### config.mk
export PLATFORM = sky130hd
export DESIGN_NAME = polyphonic_voice_allocator
export DESIGN_NICKNAME = d
export VERILOG_FILES = /design/src/design/pva_pkg.sv /design/src/design/pva_ram.sv /design/src/design/pva_scan.sv /design/src/design/polyphonic_voice_allocator.sv
export SDC_FILE = /design/constraint.sdc
export NUM_CORES = 1
export LEC_CHECK = 0
export BUFFER_PORTS_ARGS = -buffer_cell sky130_fd_sc_hd__clkbuf_2
export CAP_MARGIN = 25
export CORE_MARGIN = 3
export CORE_UTILIZATION = 25
export DETAILED_ROUTE_END_ITERATION = 8
export GPL_ROUTABILITY_DRIVEN = 0
export PLACE_DENSITY_LB_ADDON = 0.05
export SETUP_SLACK_MARGIN = 0.5
export SLEW_MARGIN = 25
export SYNTH_ARGS = -nofsm -noshare
export SYNTH_HDL_FRONTEND = slang
export SYNTH_SLANG_ARGS = --single-unit
### constraint.sdc
create_clock -name clk -period 3.4 [get_ports clk]
set_input_delay 0.51 -clock clk [delete_from_list [all_inputs] [get_ports clk]]
set_output_delay 0.51 -clock clk [all_outputs]
set_load 0.05 [all_outputs]
### src/design/pva_pkg.sv
package pva_pkg;

	// Default voice count and fixed field widths
	localparam int NUM_VOICES_DEF = 16;
	localparam int NOTE_W         = 7;
	localparam int VEL_W          = 7;
	localparam int STAMP_W        = 32;
	localparam int SLOT_W         = 4;
	localparam int ENTRY_W        = NOTE_W + STAMP_W;

	// Input operation codes
	typedef enum logic [1:0] {
		OP_NOTE_ON  = 2'd0,
		OP_NOTE_OFF = 2'd1,
		OP_IDLE     = 2'd2,
		OP_ALL_OFF  = 2'd3
	} op_t;

	// Result action codes
	typedef enum logic [1:0] {
		ACT_NONE        = 2'd0,
		ACT_START       = 2'd1,
		ACT_RELEASE     = 2'd2,
		ACT_RELEASE_ALL = 2'd3
	} act_t;

	// Outcome flags of one slot scan
	typedef struct packed {
		logic match_found;
		logic free_found;
	} scan_flags_t;

endpackage

### src/design/pva_ram.sv
module pva_ram #(
	parameter int WIDTH = pva_pkg::ENTRY_W,
	parameter int DEPTH = pva_pkg::NUM_VOICES_DEF
) (
	input  logic                                 clk,
	input  logic                                 we,
	input  logic [(DEPTH > 1 ? $clog2(DEPTH) : 1)-1:0] waddr,
	input  logic [WIDTH-1:0]                     wdata,
	input  logic [(DEPTH > 1 ? $clog2(DEPTH) : 1)-1:0] raddr,
	output logic [WIDTH-1:0]                     rdata
);

	logic [WIDTH-1:0] mem_q [DEPTH];

	// One write port, one registered read port
	always_ff @(posedge clk) begin
		if (we) begin
			mem_q[waddr] <= wdata;
		end
		rdata <= mem_q[raddr];
	end

endmodule

### src/design/pva_scan.sv
module pva_scan #(
	parameter int NUM_VOICES = pva_pkg::NUM_VOICES_DEF,
	parameter int IDX_W      = (NUM_VOICES > 1) ? $clog2(NUM_VOICES) : 1
) (
	input  logic                        clk,
	input  logic                        arst_n,
	input  logic                        start,
	input  logic                        sample,
	input  logic [IDX_W-1:0]            idx,
	input  logic [pva_pkg::NOTE_W-1:0]  entry_note,
	input  logic [pva_pkg::STAMP_W-1:0] entry_stamp,
	input  logic                        entry_valid,
	input  logic                        entry_active,
	input  logic [pva_pkg::NOTE_W-1:0]  note_key,
	output pva_pkg::scan_flags_t        flags,
	output logic [IDX_W-1:0]            match_idx,
	output logic [IDX_W-1:0]            free_idx,
	output logic [IDX_W-1:0]            best_idx
);

	logic                        match_found_q;
	logic                        free_found_q;
	logic [IDX_W-1:0]            match_idx_q;
	logic [IDX_W-1:0]            free_idx_q;
	logic [IDX_W-1:0]            best_idx_q;
	logic [pva_pkg::STAMP_W-1:0] best_stamp_q;
	logic                        hit_match;
	logic                        hit_free;
	logic                        take_best;

	// One note compare and one stamp compare per sampled slot
	assign hit_match = sample && !match_found_q && entry_valid && (entry_note == note_key);
	assign hit_free  = sample && !free_found_q && !entry_valid && !entry_active;
	assign take_best = sample && ((idx == '0) || (entry_stamp < best_stamp_q));

	// First-hit flags
	always_ff @(posedge clk or negedge arst_n) begin
		if (!arst_n) begin
			match_found_q <= 1'b0;
			free_found_q  <= 1'b0;
		end else if (start) begin
			match_found_q <= 1'b0;
			free_found_q  <= 1'b0;
		end else begin
			if (hit_match) match_found_q <= 1'b1;
			if (hit_free)  free_found_q  <= 1'b1;
		end
	end

	// Winning indexes and running minimum stamp
	always_ff @(posedge clk) begin
		if (hit_match) match_idx_q <= idx;
		if (hit_free)  free_idx_q  <= idx;
		if (take_best) begin
			best_idx_q   <= idx;
			best_stamp_q <= entry_stamp;
		end
	end

	assign flags.match_found = match_found_q;
	assign flags.free_found  = free_found_q;
	assign match_idx         = match_idx_q;
	assign free_idx          = free_idx_q;
	assign best_idx          = best_idx_q;

endmodule

### src/design/polyphonic_voice_allocator.sv
// Voice allocator: every input beat yields exactly one result beat. A note-on or
// note-off scans all NUM_VOICES slots through one read port of the slot memory and
// one shared note/stamp comparator. Its result is loaded after the last slot has been
// sampled and the sequencer has moved from ST_SCAN to ST_DONE, and in_ready returns
// with that load. Idle reports and all-notes-off go from ST_IDLE straight to ST_DONE
// and load their result from there, with no scan. A new beat is taken while the
// previous result still waits on the output register; a result that is still held
// there delays the next load until the receiver takes it.
// Note-on picks the slot already holding the note, else the lowest free slot, else
// steals the slot with the smallest start stamp (lowest index on ties). Slot indexes
// on the output are the low four bits of the internal slot number.
module polyphonic_voice_allocator #(
	parameter int NUM_VOICES = pva_pkg::NUM_VOICES_DEF
) (
	input  logic                       clk,
	input  logic                       arst_n,
	input  logic                       in_valid,
	output logic                       in_ready,
	input  logic [1:0]                 op,
	input  logic [pva_pkg::NOTE_W-1:0] note,
	input  logic [pva_pkg::VEL_W-1:0]  velocity,
	input  logic [pva_pkg::SLOT_W-1:0] idle_slot,
	output logic                       out_valid,
	input  logic                       out_ready,
	output logic [1:0]                 action,
	output logic [pva_pkg::SLOT_W-1:0] slot,
	output logic [pva_pkg::NOTE_W-1:0] out_note,
	output logic [pva_pkg::VEL_W-1:0]  out_velocity,
	output logic                       stolen,
	output logic                       retriggered
);

	localparam int IDX_W   = (NUM_VOICES > 1) ? $clog2(NUM_VOICES) : 1;
	localparam int RANGE_W = 8;
	localparam logic [IDX_W-1:0] LAST_IDX = IDX_W'(NUM_VOICES - 1);

	typedef enum logic [2:0] {
		ST_IDLE = 3'b001,
		ST_SCAN = 3'b010,
		ST_DONE = 3'b100
	} state_t;

	state_t                        state_q;
	pva_pkg::op_t                  op_q;
	logic [pva_pkg::NOTE_W-1:0]    note_q;
	logic [pva_pkg::VEL_W-1:0]     vel_q;
	logic [pva_pkg::SLOT_W-1:0]    idle_q;

	logic [NUM_VOICES-1:0]         valid_q;
	logic [NUM_VOICES-1:0]         key_q;
	logic [NUM_VOICES-1:0]         active_q;
	logic [pva_pkg::STAMP_W-1:0]   stamp_cnt_q;

	logic [IDX_W-1:0]              rd_addr_q;
	logic                          issue_q;
	logic                          rd_vld_s1;
	logic [IDX_W-1:0]              rd_idx_s1;

	logic                          out_valid_q;
	pva_pkg::act_t                 action_q;
	logic [pva_pkg::SLOT_W-1:0]    slot_q;
	logic [pva_pkg::NOTE_W-1:0]    out_note_q;
	logic [pva_pkg::VEL_W-1:0]     out_vel_q;
	logic                          stolen_q;
	logic                          retrig_q;

	logic                          in_fire;
	logic                          out_load;
	logic                          scan_last;
	logic [pva_pkg::ENTRY_W-1:0]   rd_entry;
	pva_pkg::scan_flags_t          sflags;
	logic [IDX_W-1:0]              match_idx;
	logic [IDX_W-1:0]              free_idx;
	logic [IDX_W-1:0]              best_idx;
	logic [IDX_W-1:0]              sel_idx;
	logic                          steal;
	logic [IDX_W+pva_pkg::SLOT_W-1:0] sel_ext;
	logic [IDX_W+pva_pkg::SLOT_W-1:0] match_ext;
	logic [IDX_W-1:0]              idle_idx;
	logic                          idle_in_range;
	logic                          ram_we;

	assign in_ready  = (state_q == ST_IDLE);
	assign in_fire   = in_valid && in_ready;
	assign out_load  = (state_q == ST_DONE) && (!out_valid_q || out_ready);
	assign scan_last = rd_vld_s1 && (rd_idx_s1 == LAST_IDX);

	// Slot choice once the scan is over
	assign steal     = !sflags.match_found && !sflags.free_found;
	assign sel_idx   = sflags.match_found ? match_idx :
	                   (sflags.free_found ? free_idx : best_idx);
	assign sel_ext   = {{pva_pkg::SLOT_W{1'b0}}, sel_idx};
	assign match_ext = {{pva_pkg::SLOT_W{1'b0}}, match_idx};

	assign idle_idx      = IDX_W'(idle_q);
	assign idle_in_range = {{(RANGE_W - pva_pkg::SLOT_W){1'b0}}, idle_q} < RANGE_W'(NUM_VOICES);

	assign ram_we = out_load && (op_q == pva_pkg::OP_NOTE_ON);

	// Note value and start stamp per slot
	pva_ram #(
		.WIDTH(pva_pkg::ENTRY_W),
		.DEPTH(NUM_VOICES)
	) u_slot_ram (
		.clk  (clk),
		.we   (ram_we),
		.waddr(sel_idx),
		.wdata({note_q, stamp_cnt_q}),
		.raddr(rd_addr_q),
		.rdata(rd_entry)
	);

	// Shared compare unit walking the slots
	pva_scan #(
		.NUM_VOICES(NUM_VOICES),
		.IDX_W     (IDX_W)
	) u_scan (
		.clk         (clk),
		.arst_n      (arst_n),
		.start       (in_fire),
		.sample      (rd_vld_s1),
		.idx         (rd_idx_s1),
		.entry_note  (rd_entry[pva_pkg::ENTRY_W-1:pva_pkg::STAMP_W]),
		.entry_stamp (rd_entry[pva_pkg::STAMP_W-1:0]),
		.entry_valid (valid_q[rd_idx_s1]),
		.entry_active(active_q[rd_idx_s1]),
		.note_key    (note_q),
		.flags       (sflags),
		.match_idx   (match_idx),
		.free_idx    (free_idx),
		.best_idx    (best_idx)
	);

	// Sequencer and read address walk
	always_ff @(posedge clk or negedge arst_n) begin
		if (!arst_n) begin
			state_q   <= ST_IDLE;
			rd_addr_q <= '0;
			issue_q   <= 1'b0;
			rd_vld_s1 <= 1'b0;
			rd_idx_s1 <= '0;
		end else begin
			rd_vld_s1 <= (state_q == ST_SCAN) && issue_q;
			rd_idx_s1 <= rd_addr_q;
			case (state_q)
				ST_IDLE: begin
					if (in_fire) begin
						rd_addr_q <= '0;
						if (op == pva_pkg::OP_NOTE_ON || op == pva_pkg::OP_NOTE_OFF) begin
							issue_q <= 1'b1;
							state_q <= ST_SCAN;
						end else begin
							state_q <= ST_DONE;
						end
					end
				end
				ST_SCAN: begin
					if (issue_q) begin
						if (rd_addr_q == LAST_IDX) issue_q <= 1'b0;
						else rd_addr_q <= rd_addr_q + 1'b1;
					end
					if (scan_last) state_q <= ST_DONE;
				end
				ST_DONE: begin
					if (out_load) state_q <= ST_IDLE;
				end
				default: begin
					state_q <= ST_IDLE;
				end
			endcase
		end
	end

	// Input beat capture
	always_ff @(posedge clk) begin
		if (in_fire) begin
			op_q   <= pva_pkg::op_t'(op);
			note_q <= note;
			vel_q  <= velocity;
			idle_q <= idle_slot;
		end
	end

	// Slot flags and stamp counter
	always_ff @(posedge clk or negedge arst_n) begin
		if (!arst_n) begin
			valid_q     <= '0;
			key_q       <= '0;
			active_q    <= '0;
			stamp_cnt_q <= '0;
		end else if (out_load) begin
			case (op_q)
				pva_pkg::OP_NOTE_ON: begin
					valid_q[sel_idx]  <= 1'b1;
					key_q[sel_idx]    <= 1'b1;
					active_q[sel_idx] <= 1'b1;
					stamp_cnt_q       <= stamp_cnt_q + 1'b1;
				end
				pva_pkg::OP_NOTE_OFF: begin
					if (sflags.match_found) key_q[match_idx] <= 1'b0;
				end
				pva_pkg::OP_IDLE: begin
					if (idle_in_range) begin
						active_q[idle_idx] <= 1'b0;
						if (!key_q[idle_idx]) valid_q[idle_idx] <= 1'b0;
					end
				end
				pva_pkg::OP_ALL_OFF: begin
					key_q <= '0;
				end
				default: begin
				end
			endcase
		end
	end

	// Output register
	always_ff @(posedge clk or negedge arst_n) begin
		if (!arst_n) begin
			out_valid_q <= 1'b0;
		end else if (out_load) begin
			out_valid_q <= 1'b1;
		end else if (out_ready) begin
			out_valid_q <= 1'b0;
		end
	end

	always_ff @(posedge clk) begin
		if (out_load) begin
			action_q   <= pva_pkg::ACT_NONE;
			slot_q     <= '0;
			out_note_q <= '0;
			out_vel_q  <= '0;
			stolen_q   <= 1'b0;
			retrig_q   <= 1'b0;
			case (op_q)
				pva_pkg::OP_NOTE_ON: begin
					action_q   <= pva_pkg::ACT_START;
					slot_q     <= sel_ext[pva_pkg::SLOT_W-1:0];
					out_note_q <= note_q;
					out_vel_q  <= vel_q;
					stolen_q   <= steal;
					retrig_q   <= sflags.match_found;
				end
				pva_pkg::OP_NOTE_OFF: begin
					if (sflags.match_found) begin
						action_q   <= pva_pkg::ACT_RELEASE;
						slot_q     <= match_ext[pva_pkg::SLOT_W-1:0];
						out_note_q <= note_q;
					end
				end
				pva_pkg::OP_ALL_OFF: begin
					action_q <= pva_pkg::ACT_RELEASE_ALL;
				end
				default: begin
				end
			endcase
		end
	end

	assign out_valid    = out_valid_q;
	assign action       = action_q;
	assign slot         = slot_q;
	assign out_note     = out_note_q;
	assign out_velocity = out_vel_q;
	assign stolen       = stolen_q;
	assign retriggered  = retrig_q;

	// A started voice is never both a reuse and a steal
	assert property (@(posedge clk) disable iff (!arst_n)
		out_valid_q |-> !(stolen_q && retrig_q))
		else $error("stolen and retriggered both set");

	// Stealing only when every slot is busy
	assert property (@(posedge clk) disable iff (!arst_n)
		(out_load && op_q == pva_pkg::OP_NOTE_ON && steal) |-> (&(valid_q | active_q)))
		else $error("steal while a free slot exists");

	// Stamp counter moves only on a voice start
	assert property (@(posedge clk) disable iff (!arst_n)
		(stamp_cnt_q != $past(stamp_cnt_q)) |-> $past(ram_we))
		else $error("stamp counter moved without a start");

	// Scan finishes with the read walk stopped
	assert property (@(posedge clk) disable iff (!arst_n)
		(state_q == ST_SCAN && scan_last) |-> !issue_q)
		else $error("scan ended while reads still pending");

endmodule

# Word level (Yosys, flattened, before mapping)
# Memory sizes are Yosys's and may differ from the RTL's. A register that Yosys moved wholly into a read port is not among the register bits.
# Index checks and enable logic that the tools add are counted.
[classes]
add_sub_neg = 2
n_lt_le_gt_ge = 8
eq_ne = 18
mux = 47
bitwise_logic = 8
reduce_logical = 40
[op_table]
columns = ["cell", "count"]
rows = [
  ["$pmux W16 S2", 2],
  ["$and A16 B16 Y16", 3],
  ["$or A16 B16 Y16", 3],
  ["$pmux W16 S3", 1],
  ["$add A32 B1 Y32 const B", 1],
  ["$lt A32 B32 Y1", 1],
  ["$mux W16", 2],
  ["$not A16 Y16", 2],
  ["$mux W4", 6],
  ["$lt A4 B5 Y1 const B", 4],
  ["$mux W1", 18],
  ["$logic_and A1 B1 Y1", 16],
  ["$pmux W4 S2", 2],
  ["$pmux W7 S2", 1],
  ["$bmux W1 S4", 3],
  ["$demux W1 S4", 3],
  ["$ge A4 B1 Y1 const B", 3],
  ["$mux W3", 4],
  ["$reduce_and A3 Y1", 4],
  ["$ne A2 B2 Y1 const B", 5],
  ["$reduce_bool A2 Y1", 5],
  ["$pmux W3 S3", 1],
  ["$eq A4 B4 Y1 const B", 2],
  ["$eq A7 B7 Y1", 1],
  ["18 further kinds", 30],
]
[totals]
regBits = 182
ramBits = 624
inputBits = 24
out_inout_bits = 24
n_memories = 1
[memory_table]
columns = ["name", "depth", "width", "rd", "rd_ports_with_merged_regs", "wr", "line_no", "text"]
rows = [
  ["u_slot_ram.mem_q", 16, 39, 1, 1, 1, "pva_ram.sv:13", "logic [WIDTH-1:0] mem_q [DEPTH];"],
]

# Longest topological paths before layout
[depth]
depth_word = 8
depth_mapped = 8
mapped_depth_nobuf = 7

# By module
# Synthesis repeated with hierarchy kept, for this count alone.
[unflattened]
cells_unflattened = 1750
hier_area_um2 = 32815.2
[modules_own_cells]
columns = ["module", "instances", "cells_each", "area_per_inst_um2", "seq_area_each_um2"]
rows = [
  ["pva_ram", 1, 1014, 24185.7, 19518.7],
  ["polyphonic_voice_allocator", 1, 558, 6336.1, 3614.7],
  ["pva_scan", 1, 178, 2293.4, 1371.3],
]

# Least setup slack after synthesis
# No wires, ideal clock.
[synth_path]
path_type = "register to register"
startpoint = "reg u_scan.free_found_q"
endpoint = "mem u_slot_ram.mem_q[12][0] (netlist bit) (enable)"
setup_ns = 0.435
arrival_ns = 3.214
t_required_ns = 2.965
setup_slack_ns = -0.250
stages_incl_launch_ff = 8
n_path_buf = 2
period_less_slack_ns = 3.650
cell_sequence = "dfrtp_1 > buf_2 > mux2_1 > mux2i_2 > and2_0 > clkbuf_1 > nand2_1 > nor2_1"
[synth_between]
elab_chain_len = 2
[synth_rtl]
columns = ["item", "line_no", "text"]
rows = [
  ["start, declared", "pva_scan.sv:22", "logic free_found_q;"],
  ["start signal, assigned", "pva_scan.sv:40", "free_found_q <= 1'b0;"],
  ["start signal, assigned", "pva_scan.sv:43", "free_found_q <= 1'b0;"],
  ["start signal, assigned", "pva_scan.sv:46", "if (hit_free) free_found_q <= 1'b1;"],
  ["$mux W4", "polyphonic_voice_allocator.sv:91", "(sflags.free_found ? free_idx : best_idx);"],
  ["$mux W4", "polyphonic_voice_allocator.sv:90", "assign sel_idx = sflags.match_found ? match_idx :"],
  ["end, declared", "pva_ram.sv:13", ""],
]
# Every way passes these cells.

# Worst setup path after layout
[layout_path]
startpoint = "reg u_scan.free_found_q"
endpoint = "mem u_slot_ram.mem_q[4][23] (netlist bit) (enable)"
# The elaborated chain is that of the path after synthesis.

==> out/qor.json <==
{
  "layout": {
    "drive_above_1_share_pct": 27.68,
    "design.final.nets": 1933,
    "layout-area-overhead-vs-synth_pct": 20.91,
    "mostFrequentLayoutCells": "710 x edfxtp_1, 206 x mux4_2, 105 x clkbuf_16, 103 x nand2_1, 91 x dfrtp_1",
    "n_fill_cell": 12706,
    "layout_commonest_cell": "edfxtp_1"
  },
  "placement": {
    "io_buffer_count": 47,
    "dpl.hpwl_mm": 58.98
  },
  "clock_tree": {
    "worstSkewPairLatency_ps": 670,
    "clock_tree.root_cell": "clkbuf_16",
    "cts-buffers-inserted": 101,
    "clock_tree_from_tritoncts": "built",
    "cts_max_level": 3,
    "clk_path_buf_depth": 3,
    "clk_transition_reported_paths_ps": 60,
    "clkSinkCount": 845,
    "cts_setup_buffers": 0
  },
  "setup_path": {
    "setup.worst_path.class": "flop to flop",
    "critical_path_arrival_ps": 3040,
    "critical_path.max_fanout": 28,
    "crit_path_start_kind": "flop",
    "crit_buf_inv": 1,
    "highest_delay_cell_along_the_critical_path": "dfrtp_1",
    "critical_path_depth": 6,
    "timing.reg2reg.worst_path_depth": 6,
    "crit_path_start": "u_scan.free_found_q$_DFFE_PN0P_",
    "crit_path_max_cell_delay_ps": 510,
    "worst-endpoint-required_ps": 3730,
    "worst_path_dominant_cell_family": "simple AND/OR/NAND/NOR gates",
    "rr_startpoint": "u_scan.free_found_q$_DFFE_PN0P_",
    "crit_path_cell_trace": "mux2_1, mux2i_2, and2_1, nand2_2, nor2_4, buf_12",
    "timing.critical_path.to_type": "flop",
    "regToRegSetupSlack_ps": 690
  },
  "yosys": {
    "syn-num-nets": 1733,
    "synthesis.yosys.warnings": 0,
    "yosys_top_cell_area_share_pct": 65.04,
    "post_synth_main_area_contributors": "edfxtp_1 65%, mux4_2 14%, dfrtp_1 7.3%",
    "yosysUniqueCellTypes": 59,
    "synth_ff_type": "edfxtp_1",
    "mappedNetlistArea_sq_um": 32780,
    "netlist_instances": 1672,
    "seq_area_frac_synth_pct": 74.76,
    "synth-edff-count": 710,
    "postSynthRegisterBits": 845,
    "netlist.top_cell.by_area": "edfxtp_1",
    "avg_cell_area_syn_sq_um": 19.60,
    "synth_async_sr_flop_share_pct": 11.36
  },
  "sta": {
    "maxClockFrequency_mhz": 368.9,
    "timing.setup.tns_ps": 0,
    "slew_viol_final": 0,
    "final_period_minus_worst_setup_slack_ps": 2711,
    "final_clock_period_utilization_by_the_worst_path_pct": 79.74,
    "max_slew_margin_pct": 41.62,
    "worst_pin_slew_ps": 875.7,
    "finalHoldViolCount": 0,
    "final-setup-viol-count": 0,
    "rsz0062_at_grt": "no",
    "skew_ps": 22.58
  },
  "route": {
    "drt_drc_violations_left": 0,
    "routed-via-count": 16293,
    "post_drt_wl_per_cell_um": 25.60,
    "detailedRoute.firstPassIterationCount": 5,
    "drt.antenna.violating_nets": 0,
    "drt-initial-drc-count": 977,
    "route.detailed.vias_per_inst": 4.400,
    "drt_wl_total_mm": 94.79
  },
  "global_route": {
    "antenna_found_initial": 7,
    "grtUsageTotal_pct": 14.08,
    "grt_max_degree": 52,
    "grt.overflow.total": 0,
    "first_pass_grt_wire_length_mm": 136.2,
    "first_global_vias": 17507
  },
  "pwr": {
    "total_power_mw": 25.28,
    "power.density_nw_per_um2": 637.9,
    "power.leakage_nw": 13.68,
    "vdd.ir_drop.worst_uv": 376.5
  },
  "run_status": {
    "outcome": "completed"
  },
  "floorplanning": {
    "core-area_sq_um": 129800,
    "initial_utilization_pct": 25.25,
    "fp-row-count": 132,
    "die_height_um": 368.1,
    "die-area_sq_um": 135500,
    "chipWidth_um": 368.1,
    "io_pins": 48
  },
  "hold_path": {
    "min-delay-path-class": "input pin to flop",
    "hold-path-cell-count": 1,
    "worst_hold_startpoint": "op[1]"
  },
  "job": {
    "timing.max_cap.violations": 0
  }
}
-- final timing paths --
path                                                      to
max in group asynchronous              key_q[15]$_DFFE_PN0P_
max                        u_slot_ram.mem_q[4][23]$_DFFE_PP_
min reg2reg                u_scan.best_stamp_q[12]$_DFFE_PP_
min                                        op_q[1]$_DFFE_PP_
min in group asynchronous         stamp_cnt_q[4]$_DFFE_PN0P_
max reg2reg                u_slot_ram.mem_q[4][23]$_DFFE_PP_
-- routing by layer --
layer	up-vias	part of all wire, %	track usage [%]
li1	7141	-	-
met1	8781	47	19.95
met2	262	48	22.62
met3	109	3.5	2.105
met4	0	2.0	3.709
met5	-	0	0
-- layout make-up --
class | count | area [sq um] | area share [%]
clock buffer | 138 | 2831 | 7.144
inverter | 47 | 176.4 | 0.4451
antenna | 3 | 7.507 | 0.01894
clock inverter | 51 | 431.7 | 1.089
timing repair buffer | 164 | 1508 | 3.804
sequential | 845 | 24520 | 61.87
multi-input combinational | 713 | 7978 | 20.13
tap | 1742 | 2180 | 5.500
-- sequential cells by signal (all words and copies together), names as in the netlist, 7 cells and up --
register,count
stamp_cnt_q,32
key_q,16
u_slot_ram.mem_q,624
valid_q,16
note_q,7
vel_q,7
active_q,16
out_note,7
u_slot_ram.rdata,39
u_scan.best_stamp_q,32
out_velocity,7
-- cells in the mapped netlist (3+ instances only) --
library cell,instances
nor3_1,6
ha_1,37
dfxtp_1,39
a22o_1,3
or2_2,4
a31oi_1,17
and4_1,7
o2bb2ai_1,8
mux4_2,206
mux2i_1,6
nor2_1,48
nand3b_1,3
edfxtp_1,710
inv_1,46
a211oi_1,8
buf_1,5
o21a_1,6
nor3b_1,3
and3_1,5
o21ai_0,60
xor2_1,13
nand2_1,105
nor4_1,4
xnor2_1,26
o21ai_1,22
buf_2,17
nand3_1,19
nor2b_1,11
nand4_1,11
and2_1,13
a21oi_1,22
nand2b_1,11
dfrtp_1,95
clkbuf_1,44
-- power by group --
group / switching (mW) / internal, mW
clock network: 4.30 / 6.27
logic: 1.80 / 1.08
registers: 0.254 / 11.6
-- stage by stage --
stage / setup slack [ps] / hold WS [ps] / cell area, sq um / cells / utilization (%)
after floorplan: -43.28 / 214.4 / 32830 / 1672 / -
after global placement: 526.4 / 423.0 / 36140 / 3491 / 27.84
after detailed placement: 479.7 / 426.7 / 36140 / 3491 / 27.84
after CTS: 461.4 / 48.03 / 39600 / 3700 / 30.50
after global routing: 540.1 / 69.44 / 39620 / 3700 / 30.52
final: 688.9 / 107.2 / 39630 / 3703 / 30.53
-- cell families (layout without fill, tap and decap cells) --
| family | Yosys count | in the layout | share of synthesized area, % |
|---|---|---|---|
| flops | 845 | 845 | 74.76 |
| simple gates | 266 | 266 | 4.096 |
| mux | 216 | 216 | 14.48 |
| compound gates | 155 | 155 | 2.817 |
| buf+inv | 114 | 400 | 1.393 |
| xor+xnor | 39 | 39 | 1.042 |
| fa+ha+maj | 37 | 37 | 1.412 |
| other cells | 0 | 3 | 0 |
-- what timing repair did --
action	CTS	global route
gates resized for setup	0	8
hold buffers	20	0
endpoints found under the hold margin	47	0
endpoints found under the setup margin	103	411
pin swaps	0	0
Power figures use the tool's default switching activity.
